$ cat src/s2c_pkg.sv
// ----------------------------------------------------------------------------
// s2c_pkg
// Shared constants, tables and types of the spherical to Cartesian converter.
// ----------------------------------------------------------------------------
package s2c_pkg;

  // Number of CORDIC iterations and width of the sine and cosine words.
  localparam int CORDIC_STEPS = 16;
  localparam int DATA_WIDTH   = 16;

  // Sine and cosine carry FRAC_BITS fraction bits.
  localparam int FRAC_BITS = DATA_WIDTH - 2;

  // Port widths, fixed by the item formats.
  localparam int RW  = 16;   // radius
  localparam int AIW = 16;   // input angle
  localparam int OW  = 17;   // coordinate

  // Internal widths: rotation vector, residual angle (2^31 = pi),
  // first products and radius products.
  localparam int XW = DATA_WIDTH + 2;
  localparam int AW = 34;
  localparam int PW = 2 * DATA_WIDTH;
  localparam int QW = RW + 1 + DATA_WIDTH;

  localparam int OUT_LIMIT = 65535;

  // Pipeline layout: fold, one stage per iteration, flip and clamp,
  // then three multiply and round stages.
  localparam int CORDIC_LAT = CORDIC_STEPS + 2;
  localparam int NSTG       = CORDIC_LAT + 3;

  // Inverse CORDIC gain in Q32 and the rounded start vector.
  localparam longint unsigned INV_GAIN_Q32 = 64'd2608131497;
  localparam logic signed [XW-1:0] X_START =
    XW'((INV_GAIN_Q32 + (64'd1 << (31 - FRAC_BITS))) >> (32 - FRAC_BITS));
  localparam logic signed [XW-1:0] TRIG_ONE = XW'(1) <<< FRAC_BITS;

  // atan(2^-i) with 2^31 = pi, truncated.
  localparam logic [31:0] ATAN_TABLE [32] = '{
    32'h20000000, 32'h12E4051E, 32'h09FB385B, 32'h051111D4,
    32'h028B0D43, 32'h0145D7E1, 32'h00A2F61E, 32'h00517C55,
    32'h0028BE53, 32'h00145F2F, 32'h000A2F98, 32'h000517CC,
    32'h00028BE6, 32'h000145F3, 32'h0000A2F9, 32'h0000517C,
    32'h000028BE, 32'h0000145F, 32'h00000A2F, 32'h00000517,
    32'h0000028B, 32'h00000145, 32'h000000A2, 32'h00000051,
    32'h00000028, 32'h00000014, 32'h0000000A, 32'h00000005,
    32'h00000002, 32'h00000001, 32'h00000000, 32'h00000000
  };

  // Stage enables and stage valid bits, one bit per pipeline stage.
  typedef struct packed {
    logic [NSTG-1:0] en;
    logic [NSTG-1:0] vld;
  } pipe_ctrl_t;

  // Clamped cosine and sine of one angle.
  typedef struct packed {
    logic signed [DATA_WIDTH-1:0] cos_v;
    logic signed [DATA_WIDTH-1:0] sin_v;
  } trig_t;

endpackage

$ cat src/s2c_ctrl.sv
// ----------------------------------------------------------------------------
// s2c_ctrl
// Valid bits and stage enables of the conversion pipeline.
// ----------------------------------------------------------------------------
module s2c_ctrl (
  input  logic                   clk,
  input  logic                   rst,
  input  logic                   in_valid,
  output logic                   in_ready,
  output logic                   out_valid,
  input  logic                   out_ready,
  output s2c_pkg::pipe_ctrl_t    ctrl
);

  logic [s2c_pkg::NSTG-1:0] vld;
  logic                     en_all;

  // The whole pipe moves unless the last stage holds an untaken item.
  // The first stage may still fill a bubble while the rest is stalled.
  assign en_all    = !vld[s2c_pkg::NSTG-1] || out_ready;
  assign in_ready  = en_all || !vld[0];
  assign out_valid = vld[s2c_pkg::NSTG-1];

  assign ctrl.en  = {{(s2c_pkg::NSTG-1){en_all}}, in_ready};
  assign ctrl.vld = vld;

  always_ff @(posedge clk) begin
    if (rst) begin
      vld <= '0;
    end else begin
      if (in_ready) begin
        vld[0] <= in_valid;
      end
      if (en_all) begin
        vld[s2c_pkg::NSTG-1:1] <= vld[s2c_pkg::NSTG-2:0];
      end
    end
  end

endmodule

$ cat config.mk
export PLATFORM = sky130hd
export DESIGN_NAME = s2c_ctrl
export DESIGN_NICKNAME = d
export VERILOG_FILES = /design/src/s2c_pkg.sv /design/src/s2c_ctrl.sv
export SDC_FILE = /design/constraint.sdc
export NUM_CORES = 1
export LEC_CHECK = 0
export ABC_AREA = 1
export BUFFER_PORTS_ARGS = -buffer_cell sky130_fd_sc_hd__buf_2
export CAP_MARGIN = 25
export CELL_PAD_IN_SITES_DETAIL_PLACEMENT = 1
export CELL_PAD_IN_SITES_GLOBAL_PLACEMENT = 1
export CORE_MARGIN = 1
export CORE_UTILIZATION = 27
export CTS_CLUSTER_DIAMETER = 30
export CTS_CLUSTER_SIZE = 16
export DETAILED_ROUTE_END_ITERATION = 8
export HOLD_SLACK_MARGIN = 0.08
export PLACE_DENSITY = 0.71
export SYNTH_ARGS = -nofsm -noshare
export SYNTH_HDL_FRONTEND = slang
export SYNTH_SLANG_ARGS = --single-unit
export TNS_END_PERCENT = 20
$ cat constraint.sdc
create_clock -name clk -period 1.5 [get_ports clk]
set_clock_uncertainty 0.2 [all_clocks]
set_input_delay 0.15 -clock clk [delete_from_list [all_inputs] [get_ports clk]]
set_output_delay 0.15 -clock clk [all_outputs]
set_load 0.05 [all_outputs]
==> impl_metrics.yaml <==
run_status:
  status: "complete, no violations"
power_and_ir_drop:
  worst_ir_drop_vdd_v: 0.000299
  powerDensity_nw_per_um2: 773
  leakage_uw: 0.000613
cells_and_area:
  n_antenna_cell: 0
  top_register: "vld"
  area_growth_pct: 26.0
  drive_gt1_frac: 0.342
  finalNonFillerCells: 232
  largest_reg_flops: 21
  reg_top3: "vld (21)"
  finalCoreUtilization: 0.358
  num-nets-final: 189
worst_setup_path:
  crit_slowest_cell: "dfxtp_4"
  crit_arrival_ns: 1.05
  critical_path_class: "flip-flop to output port"
  path_delay_family: "flip-flops"
  path_buf_inv: 1
  critPathCaptureType: "output port"
  crit_chain: "nand2_4 -> buf_4"
  crit_fanout: 21
  max_stage_delay_ns: 0.38
  cp-start-kind: "flip-flop"
  worstPathRequired_ns: 1.15
run:
  drv_cap: 0
route:
  antenna_left: 0
  first_pass_iters: 4
  routed_wl_um: 2430
  wire_per_inst_um: 10.5
  routed-via-count: 993
  drt_iter0_markers: 15
  drc: 0
  via_per_inst: 4.28
placement:
  dp_hpwl_um: 1620
  place.gp.congestion: 0.661
  io_buffers: 47
  place_inst: 223
clock_tree:
  cts_tree: "built"
  cts.reportedPaths.clkPinSlew_ns: 0.08
  htreeDepth: 1
  cts_inserted_buffers: 3
  clkSinkCount: 21
  insertion_delay_ns: 0.26
  root_buffer: "clkbuf_8"
  cts_buffer_depth: 2
timing:
  relSlewSlack: 0.652
  period_minus_slack_ns: 1.40
  setup_violations: 0
  finalMaxSlewViolations: 0
  rsz0062_at_grt: "no"
  timing.setup.tns_ns: 0
  worst_pin_slew_ns: 0.519
  finalCritPeriodShare: 0.935
  finalHoldViolations: 0
  fmax_mhz: 713
global_routing:
  grt_pass1_wl_um: 4060
  grt_max_degree: 22
  grt_usage: 0.126
  antenna_found_initial: 0
  grt_overflow: 0
  first_global_vias: 901
yosys:
  yosysWarnings: 0
  synth_top_area_share: 0.401
  synthTopCellsByArea: "dfxtp_1 (40%), buf_4 (16%), nor2_1 (14%)"
  syn_inst: 153
  synth-seq-area-share: 0.401
  syn_nets: 157
  ys_ff_latch: 21
  syn_area_per_cell_um2: 6.84
  synth_cell_types: 12
  synth_area_um2: 1050
  synth.largest_area_cell: "dfxtp_1"
die:
  die_h_um: 64.3
  design.die.area_um2: 4130
  die_x_um: 64.3
  core_area_um2: 3690
  io_pins: 48
  rows: 22
  start_util: 0.284
worst_hold_path:
  min_path_type: "primary input to flip-flop"
==> metrics by stage <==
step	setup WS, ns	total power [uW]	hold slack, ns	instance area [um^2]
floorplan	0.0338	626	0.00936	1060
global placement	0.216	643	0.137	1180
detailed placement	0.189	644	0.139	1180
CTS	0.0742	1040	0.0880	1320
global route	0.0378	1070	0.131	1320
finish	0.0969	1020	0.100	1320
==> cell families (layout without fill, tap and decap cells) <==
| group | count (synthesis) | count (layout) | synth area share |
|---|---|---|---|
| AOI/OAI and AO/OA | 2 | 2 | 0.00956 |
| buffers and inverters | 51 | 82 | 0.275 |
| DFF | 21 | 21 | 0.401 |
| and+or+nand+nor | 79 | 79 | 0.314 |
==> metal layers <==
layer | wire length [um] | up-vias | share of wire | track usage
met4 | 56 | 0 | 0.023 | 0.0833
met2 | 1200 | 37 | 0.49 | 0.221
met1 | 1030 | 458 | 0.42 | 0.142
met3 | 147 | 4 | 0.061 | 0.0161
met5 | 0 | - | 0 | 0
li1 | - | 494 | - | -
==> power breakdown <==
part | internal [uW] | switching [uW] | leakage, uW | total, uW
combinational | 21.2 | 49.1 | 0.000416 | 70.3
clock | 185 | 200 | 0.0000255 | 385
sequential | 560 | 4.03 | 0.000171 | 564
total | 767 | 253 | 0.000613 | 1020
==> cells in the mapped netlist <==
| cell | n |
|---|---|
| buf_6 | 1 |
| inv_2 | 1 |
| nand2_1 | 20 |
| nor2_1 | 38 |
| buf_2 | 5 |
| dfxtp_1 | 21 |
| a21oi_1 | 2 |
| nor2_4 | 1 |
| clkinv_1 | 1 |
| nand3_1 | 20 |
| inv_1 | 21 |
| buf_4 | 22 |
==> cell type report <==
| class | instances | area (um^2) |
|---|---|---|
| Clock inverter | 1 | 5.00 |
| Inverter | 23 | 86.3 |
| Timing Repair Buffer | 55 | 350 |
| Multi-Input combinational cell | 81 | 352 |
| Fill cell | 501 | 2370 |
| Tap cell | 48 | 60.1 |
| Sequential cell | 21 | 425 |
| Clock buffer | 3 | 41.3 |
==> layout by cell type (no fill, tap or decap), drive strengths merged <==
| cell type | instances |
|---|---|
| buf | 53 |
| nor2 | 39 |
| inv | 22 |
| dfxtp | 21 |
| nand3 | 20 |
| nand2 | 20 |
| clkbuf | 3 |
| a21oi | 2 |
| dlygate4sd3 | 2 |
| clkinv | 2 |
==> path summary, 6_finish.rpt <==
| kind | from | to | slack [ns] | cells after the start |
|---|---|---|---|---|
| worst max-delay path | vld[20] | ctrl[28] | 0.1 | 2 |
| worst min-delay path | out_ready | vld[0] | 0.10 | 4 |
| worst max register to register | vld[20] | vld[3] | 0.21 | 6 |
| worst min register to register | vld[19] | vld[20] | 0.29 | 2 |
==> tightest hold or removal path: cells and delay by family <==
family / cells / cell delay [ns]
buf+inv: 2 / 0.22
simple gates: 1 / 0.10
compound gates: 1 / 0.06
==> what timing repair did <==
action                     4_1_cts  5_1_grt
setup endpoints to repair       20        0
setup buffers                    3        0
hold endpoints to repair         2        0
resized for setup               21        0
hold buffers                     2        0
Power figures use the tool's default switching activity.
