## src/s2c_pkg.sv

```systemverilog
// ----------------------------------------------------------------------------
// s2c_pkg
// Shared constants, tables and types of the spherical to Cartesian converter.
// ----------------------------------------------------------------------------
package s2c_pkg;

  // Number of CORDIC iterations and width of the sine and cosine words.
  localparam int CORDIC_STEPS = 16;
  localparam int DATA_WIDTH   = 16;

  // Sine and cosine carry FRAC_BITS fraction bits.
  localparam int FRAC_BITS = DATA_WIDTH - 2;

  // Port widths, fixed by the item formats.
  localparam int RW  = 16;   // radius
  localparam int AIW = 16;   // input angle
  localparam int OW  = 17;   // coordinate

  // Internal widths: rotation vector, residual angle (2^31 = pi),
  // first products and radius products.
  localparam int XW = DATA_WIDTH + 2;
  localparam int AW = 34;
  localparam int PW = 2 * DATA_WIDTH;
  localparam int QW = RW + 1 + DATA_WIDTH;

  localparam int OUT_LIMIT = 65535;

  // Pipeline layout: fold, one stage per iteration, flip and clamp,
  // then three multiply and round stages.
  localparam int CORDIC_LAT = CORDIC_STEPS + 2;
  localparam int NSTG       = CORDIC_LAT + 3;

  // Inverse CORDIC gain in Q32 and the rounded start vector.
  localparam longint unsigned INV_GAIN_Q32 = 64'd2608131497;
  localparam logic signed [XW-1:0] X_START =
    XW'((INV_GAIN_Q32 + (64'd1 << (31 - FRAC_BITS))) >> (32 - FRAC_BITS));
  localparam logic signed [XW-1:0] TRIG_ONE = XW'(1) <<< FRAC_BITS;

  // atan(2^-i) with 2^31 = pi, truncated.
  localparam logic [31:0] ATAN_TABLE [32] = '{
    32'h20000000, 32'h12E4051E, 32'h09FB385B, 32'h051111D4,
    32'h028B0D43, 32'h0145D7E1, 32'h00A2F61E, 32'h00517C55,
    32'h0028BE53, 32'h00145F2F, 32'h000A2F98, 32'h000517CC,
    32'h00028BE6, 32'h000145F3, 32'h0000A2F9, 32'h0000517C,
    32'h000028BE, 32'h0000145F, 32'h00000A2F, 32'h00000517,
    32'h0000028B, 32'h00000145, 32'h000000A2, 32'h00000051,
    32'h00000028, 32'h00000014, 32'h0000000A, 32'h00000005,
    32'h00000002, 32'h00000001, 32'h00000000, 32'h00000000
  };

  // Stage enables and stage valid bits, one bit per pipeline stage.
  typedef struct packed {
    logic [NSTG-1:0] en;
    logic [NSTG-1:0] vld;
  } pipe_ctrl_t;

  // Clamped cosine and sine of one angle.
  typedef struct packed {
    logic signed [DATA_WIDTH-1:0] cos_v;
    logic signed [DATA_WIDTH-1:0] sin_v;
  } trig_t;

endpackage

```

## src/s2c_cordic.sv

```systemverilog
// ----------------------------------------------------------------------------
// s2c_cordic
// Pipelined rotation CORDIC giving the clamped cosine and sine of one angle.
// ----------------------------------------------------------------------------
module s2c_cordic (
  input  logic                      clk,
  input  s2c_pkg::pipe_ctrl_t       ctrl,
  input  logic signed [15:0]        angle,
  output s2c_pkg::trig_t            trig
);

  localparam int N  = s2c_pkg::CORDIC_STEPS;
  localparam int AW = s2c_pkg::AW;
  localparam int XW = s2c_pkg::XW;
  localparam int DW = s2c_pkg::DATA_WIDTH;

  localparam logic signed [15:0]   QUARTER_IN = 16'sd16384;
  localparam logic signed [AW-1:0] HALF_TURN  = {{(AW-32){1'b0}}, 32'h8000_0000};

  logic signed [AW-1:0] ang_q  [N+1];
  logic signed [XW-1:0] xq     [N+1];
  logic signed [XW-1:0] yq     [N+1];
  logic                 flip_q [N+1];

  logic signed [AW-1:0] ang_ext;
  logic signed [AW-1:0] ang_fold;
  logic                 flip_fold;

  // Fold the angle into the half turn around zero; the flip negates later.
  always_comb begin
    ang_ext   = {{(AW-32){angle[15]}}, angle, 16'h0000};
    ang_fold  = ang_ext;
    flip_fold = 1'b0;
    if (angle > QUARTER_IN) begin
      ang_fold  = ang_ext - HALF_TURN;
      flip_fold = 1'b1;
    end else if (angle < -QUARTER_IN) begin
      ang_fold  = ang_ext + HALF_TURN;
      flip_fold = 1'b1;
    end
  end

  always_ff @(posedge clk) begin
    if (ctrl.en[0]) begin
      ang_q[0]  <= ang_fold;
      flip_q[0] <= flip_fold;
      xq[0]     <= s2c_pkg::X_START;
      yq[0]     <= '0;
    end
  end

  for (genvar i = 0; i < N; i++) begin : g_iter
    logic signed [XW-1:0] dx;
    logic signed [XW-1:0] dy;
    logic signed [AW-1:0] atan;

    assign dx   = yq[i] >>> i;
    assign dy   = xq[i] >>> i;
    assign atan = $signed({{(AW-32){1'b0}}, s2c_pkg::ATAN_TABLE[i]});

    always_ff @(posedge clk) begin
      if (ctrl.en[i+1]) begin
        flip_q[i+1] <= flip_q[i];
        if (!ang_q[i][AW-1]) begin
          xq[i+1]    <= xq[i] - dx;
          yq[i+1]    <= yq[i] + dy;
          ang_q[i+1] <= ang_q[i] - atan;
        end else begin
          xq[i+1]    <= xq[i] + dx;
          yq[i+1]    <= yq[i] - dy;
          ang_q[i+1] <= ang_q[i] + atan;
        end
      end
    end
  end

  logic signed [XW-1:0] fx;
  logic signed [XW-1:0] fy;
  logic signed [XW-1:0] cx;
  logic signed [XW-1:0] cy;

  // Undo the fold, then clamp the overshoot of the rotation to plus or minus one.
  always_comb begin
    fx = flip_q[N] ? -xq[N] : xq[N];
    fy = flip_q[N] ? -yq[N] : yq[N];
    cx = fx;
    cy = fy;
    if (fx > s2c_pkg::TRIG_ONE) begin
      cx = s2c_pkg::TRIG_ONE;
    end else if (fx < -s2c_pkg::TRIG_ONE) begin
      cx = -s2c_pkg::TRIG_ONE;
    end
    if (fy > s2c_pkg::TRIG_ONE) begin
      cy = s2c_pkg::TRIG_ONE;
    end else if (fy < -s2c_pkg::TRIG_ONE) begin
      cy = -s2c_pkg::TRIG_ONE;
    end
  end

  always_ff @(posedge clk) begin
    if (ctrl.en[N+1]) begin
      trig.cos_v <= DW'(cx);
      trig.sin_v <= DW'(cy);
    end
  end

endmodule

```

## config.mk

```make
export PLATFORM = sky130hd
export DESIGN_NAME = s2c_cordic
export DESIGN_NICKNAME = d
export VERILOG_FILES = /design/src/s2c_pkg.sv /design/src/s2c_cordic.sv
export SDC_FILE = /design/constraint.sdc
export NUM_CORES = 2
export LEC_CHECK = 0
export BUFFER_PORTS_ARGS = -buffer_cell sky130_fd_sc_hd__buf_2
export CAP_MARGIN = 20
export CELL_PAD_IN_SITES_DETAIL_PLACEMENT = 0
export CELL_PAD_IN_SITES_GLOBAL_PLACEMENT = 2
export CORE_MARGIN = 8
export CORE_UTILIZATION = 39
export CTS_CLUSTER_SIZE = 16
export DETAILED_ROUTE_END_ITERATION = 10
export PLACE_DENSITY = 0.75
export REMOVE_ABC_BUFFERS = 1
export SETUP_SLACK_MARGIN = 0.4
export SLEW_MARGIN = 10
export SYNTH_ARGS = -nofsm -noshare
export SYNTH_HDL_FRONTEND = slang
export SYNTH_SLANG_ARGS = --single-unit
```

## constraint.sdc

```tcl
create_clock -name clk -period 5.65 [get_ports clk]
set_clock_uncertainty 0.05 [all_clocks]
set_input_delay 1.695 -clock clk [delete_from_list [all_inputs] [get_ports clk]]
set_output_delay 1.695 -clock clk [all_outputs]
set_load 0.01 [all_outputs]
```

==> qor.yml <==
die-area_mm2: 0.218
grt_pass1_wl_mm: 291
synthArstFlopShare_pct: 0
cts_resized: 0
rows: 165
ant_nets: 0
vias_per_cell: 5.25
multiInputGateArea_mm2: 0.0465
cts_buffers: 135
cts_root_buf: "clkbuf_16"
path_buf_inv: 2
grtUsageTotal_pct: 16.0
synth_cell_types: 85
fin_crit_sh_pct: 85.0
regToRegEndpoint: "ang_q[7][26]$_DFFE_PP_"
vias: 57325
yosysMostFrequentCell: "edfxtp_1"
maxCapViolations: 0
fillers: 19477
dpl_cell_area_mm2: 0.0839
startpoint: "ctrl[25]"
hold-worst-slack_ns: 0.362
grt-ovfl-total: 0
core_area_mm2: 0.202
busiest_layer: "met2"
worst_path_max_delay_cell: "ha_1"
dr.pass1.iters: 5
syn2layout_area_growth_pct: 10.9
setup_ws_ns: 0.848
crit_type: "input pin to register"
status: "complete, no violations"
clock_sinks: 1037
yosys_warnings: 0
ys_ff_latch: 1037
postLayoutCellArea_mm2: 0.0880
cts-hold-fix-buffers: 0
critPathLaunchType: "input pin"
endpoint: "ang_q[4][31]$_DFFE_PP_"
antenna_found_initial: 1
synth_area_leaders: "edfxtp_1, ha_1, xnor2_1"
timing.final.crit_period_ns: 4.80
cp.required_ns: 6.09
cp.arrival_ns: 5.25
drv_slew: 0
cp.depth: 14
clock_path_buffers: 3
nNetsFinal: 9220
synth_area_leader_cell: "edfxtp_1"
place_worst_setup_slack_ns: -0.0186
worstPathMaxFanout: 11
hold_class: "register to register"
ys_seq_area_share_pct: 39.2
postCtsSetupRepairBufs: 0
crit_path_max_incr_delay_ns: 0.57
crit_chain: "buf_2, nand2_1, clkinv_1, ha_1, o21ai_0, nor2_1, and3_1, a21oi_1, a211o_1, a21o_1, a311oi_1, a21boi_0, o21ai_0, xor2_1"
final-setup-viol-count: 0
wl_per_cell_um: 16.3
final_hold_viol_count: 0
rrSetupSlack_ns: 1.39
die_h_um: 467
dp_hpwl_mm: 142
synth_ff_type: "edfxtp_1"
place_inst: 10677
syn_area_per_cell_um2: 10.1
cts_tree: "yes"
timing.rr.start: "ang_q[6][33]$_DFFE_PP_"
finalNonFillerCells: 10919
grt.met3_usage_pct: 2.00
synthCells: 7890
synth_area_mm2: 0.0794
timing.slew.headroom_pct: 30.0
synth_top_cell_area_share_pct: 39.2
die_x_um: 467
gp_congestion: 0.825
wirelength_mm: 178
drt_iter0_drc: 3023
synth_enable_flop_cells: 1037
grtUsageMet1_pct: 20.6
met2_usage_pct: 28.4
rsz0062_at_grt: "no"
grt_max_degree: 72
first_global_vias: 56444
crit_path_end_kind: "register"
port_buffers: 66
worst_pin_slew_ns: 1.04
num_io_pins: 91
start_util_pct: 39.2
drc: 0
synthTopCellsByCount: "edfxtp_1, ha_1, a21oi_1"
seqCellArea_mm2: 0.0311
crit_path_frequent_cell: "o21ai_0"
clkTransAtPathRegs_ns: 0.06
hold_path_depth: 0
fmax_mhz: 208
drive_gt1_share_pct: 5.74
num_antenna_cells: 0
insertion_delay_ns: 0.76
cp_top_family: "compound AO/OA/AOI/OAI gates"
reg2reg_depth: 14
h-tree-depth: 4
-- area by class of cell --
| type | instances | share of cell area (%) |
|---|---|---|
| multi-input cells | 6386 | 52.8 |
| well taps | 2672 | 3.80 |
| repair buffers | 213 | 1.75 |
| flip-flops and latches | 1037 | 35.4 |
| clock buffers | 175 | 4.15 |
| clock inverters | 67 | 0.529 |
| inverters | 369 | 1.57 |
-- flip-flops by register name, indices dropped and copies added (netlist names) --
| name | flops |
|---|---|
| xq | 268 |
| flip_q | 17 |
| yq | 268 |
| ang_q | 452 |
| trig | 32 |
-- placed cells by master (no fill, tap or decap), types with 65 or more instances in the layout --
master,count
xnor2_1,697
nand3_1,178
o21bai_1,114
a21o_1,321
a21oi_1,715
ha_1,976
o21ai_0,440
inv_1,364
buf_4,148
nor2b_1,104
o21a_1,89
o31ai_1,71
nor2_1,593
a211oi_1,65
xor2_1,318
edfxtp_1,1037
nand2b_1,118
nor3_1,223
clkbuf_16,141
nand2_1,507
or3_1,81
and3_1,71
-- through the flow --
step / utilization, % / TNS, ns
4_1_cts: 43.5 / 0
3_5_place_dp: 41.5 / -0.0186
6_report: 43.5 / 0
2_1_floorplan: - / -4.86
5_1_grt: 43.5 / 0
3_3_place_gp: 41.5 / -0.0716
-- worst min path at each step --
stage,to,slack [ns],startpoint
after floorplan,ang_q[11][1]$_DFFE_PP_,0.35,ang_q[10][1]$_DFFE_PP_
after global placement,flip_q[2][2]$_DFFE_PP_,0.35,flip_q[2][1]$_DFFE_PP_
after detailed placement,ang_q[11][1]$_DFFE_PP_,0.35,ang_q[10][1]$_DFFE_PP_
after CTS,ang_q[1][18]$_DFFE_PP_,0.36,ang_q[0][18]$_DFFE_PP_
after global routing,ang_q[11][1]$_DFFE_PP_,0.37,ang_q[10][1]$_DFFE_PP_
final,ang_q[1][16]$_DFFE_PP_,0.36,ang_q[0][16]$_DFFE_PP_
-- per-layer routing --
layer	up-vias	wire [µm]
met5	-	0
met4	0	3920
met3	235	4460
met2	582	86400
met1	26662	83200
li1	29846	-
-- logic make-up (layout without fill, tap and decap cells) --
group,count (synthesis),count (layout),synth area share (%)
AO/OA/AOI/OAI,2182,2182,17.5
XOR/XNOR,1016,1016,11.2
adder cells (fa/ha/maj),1019,1019,16.5
buffers and inverters,470,824,2.23
flip-flops,1037,1037,39.2
multiplexers,49,49,0.637
other,2,5,0.00946
AND/OR/NAND/NOR,2115,2115,12.8
Power is left out: the tool's default activity adds up to more than one toggle a clock period on the data nets, which glitch-free logic cannot reach.
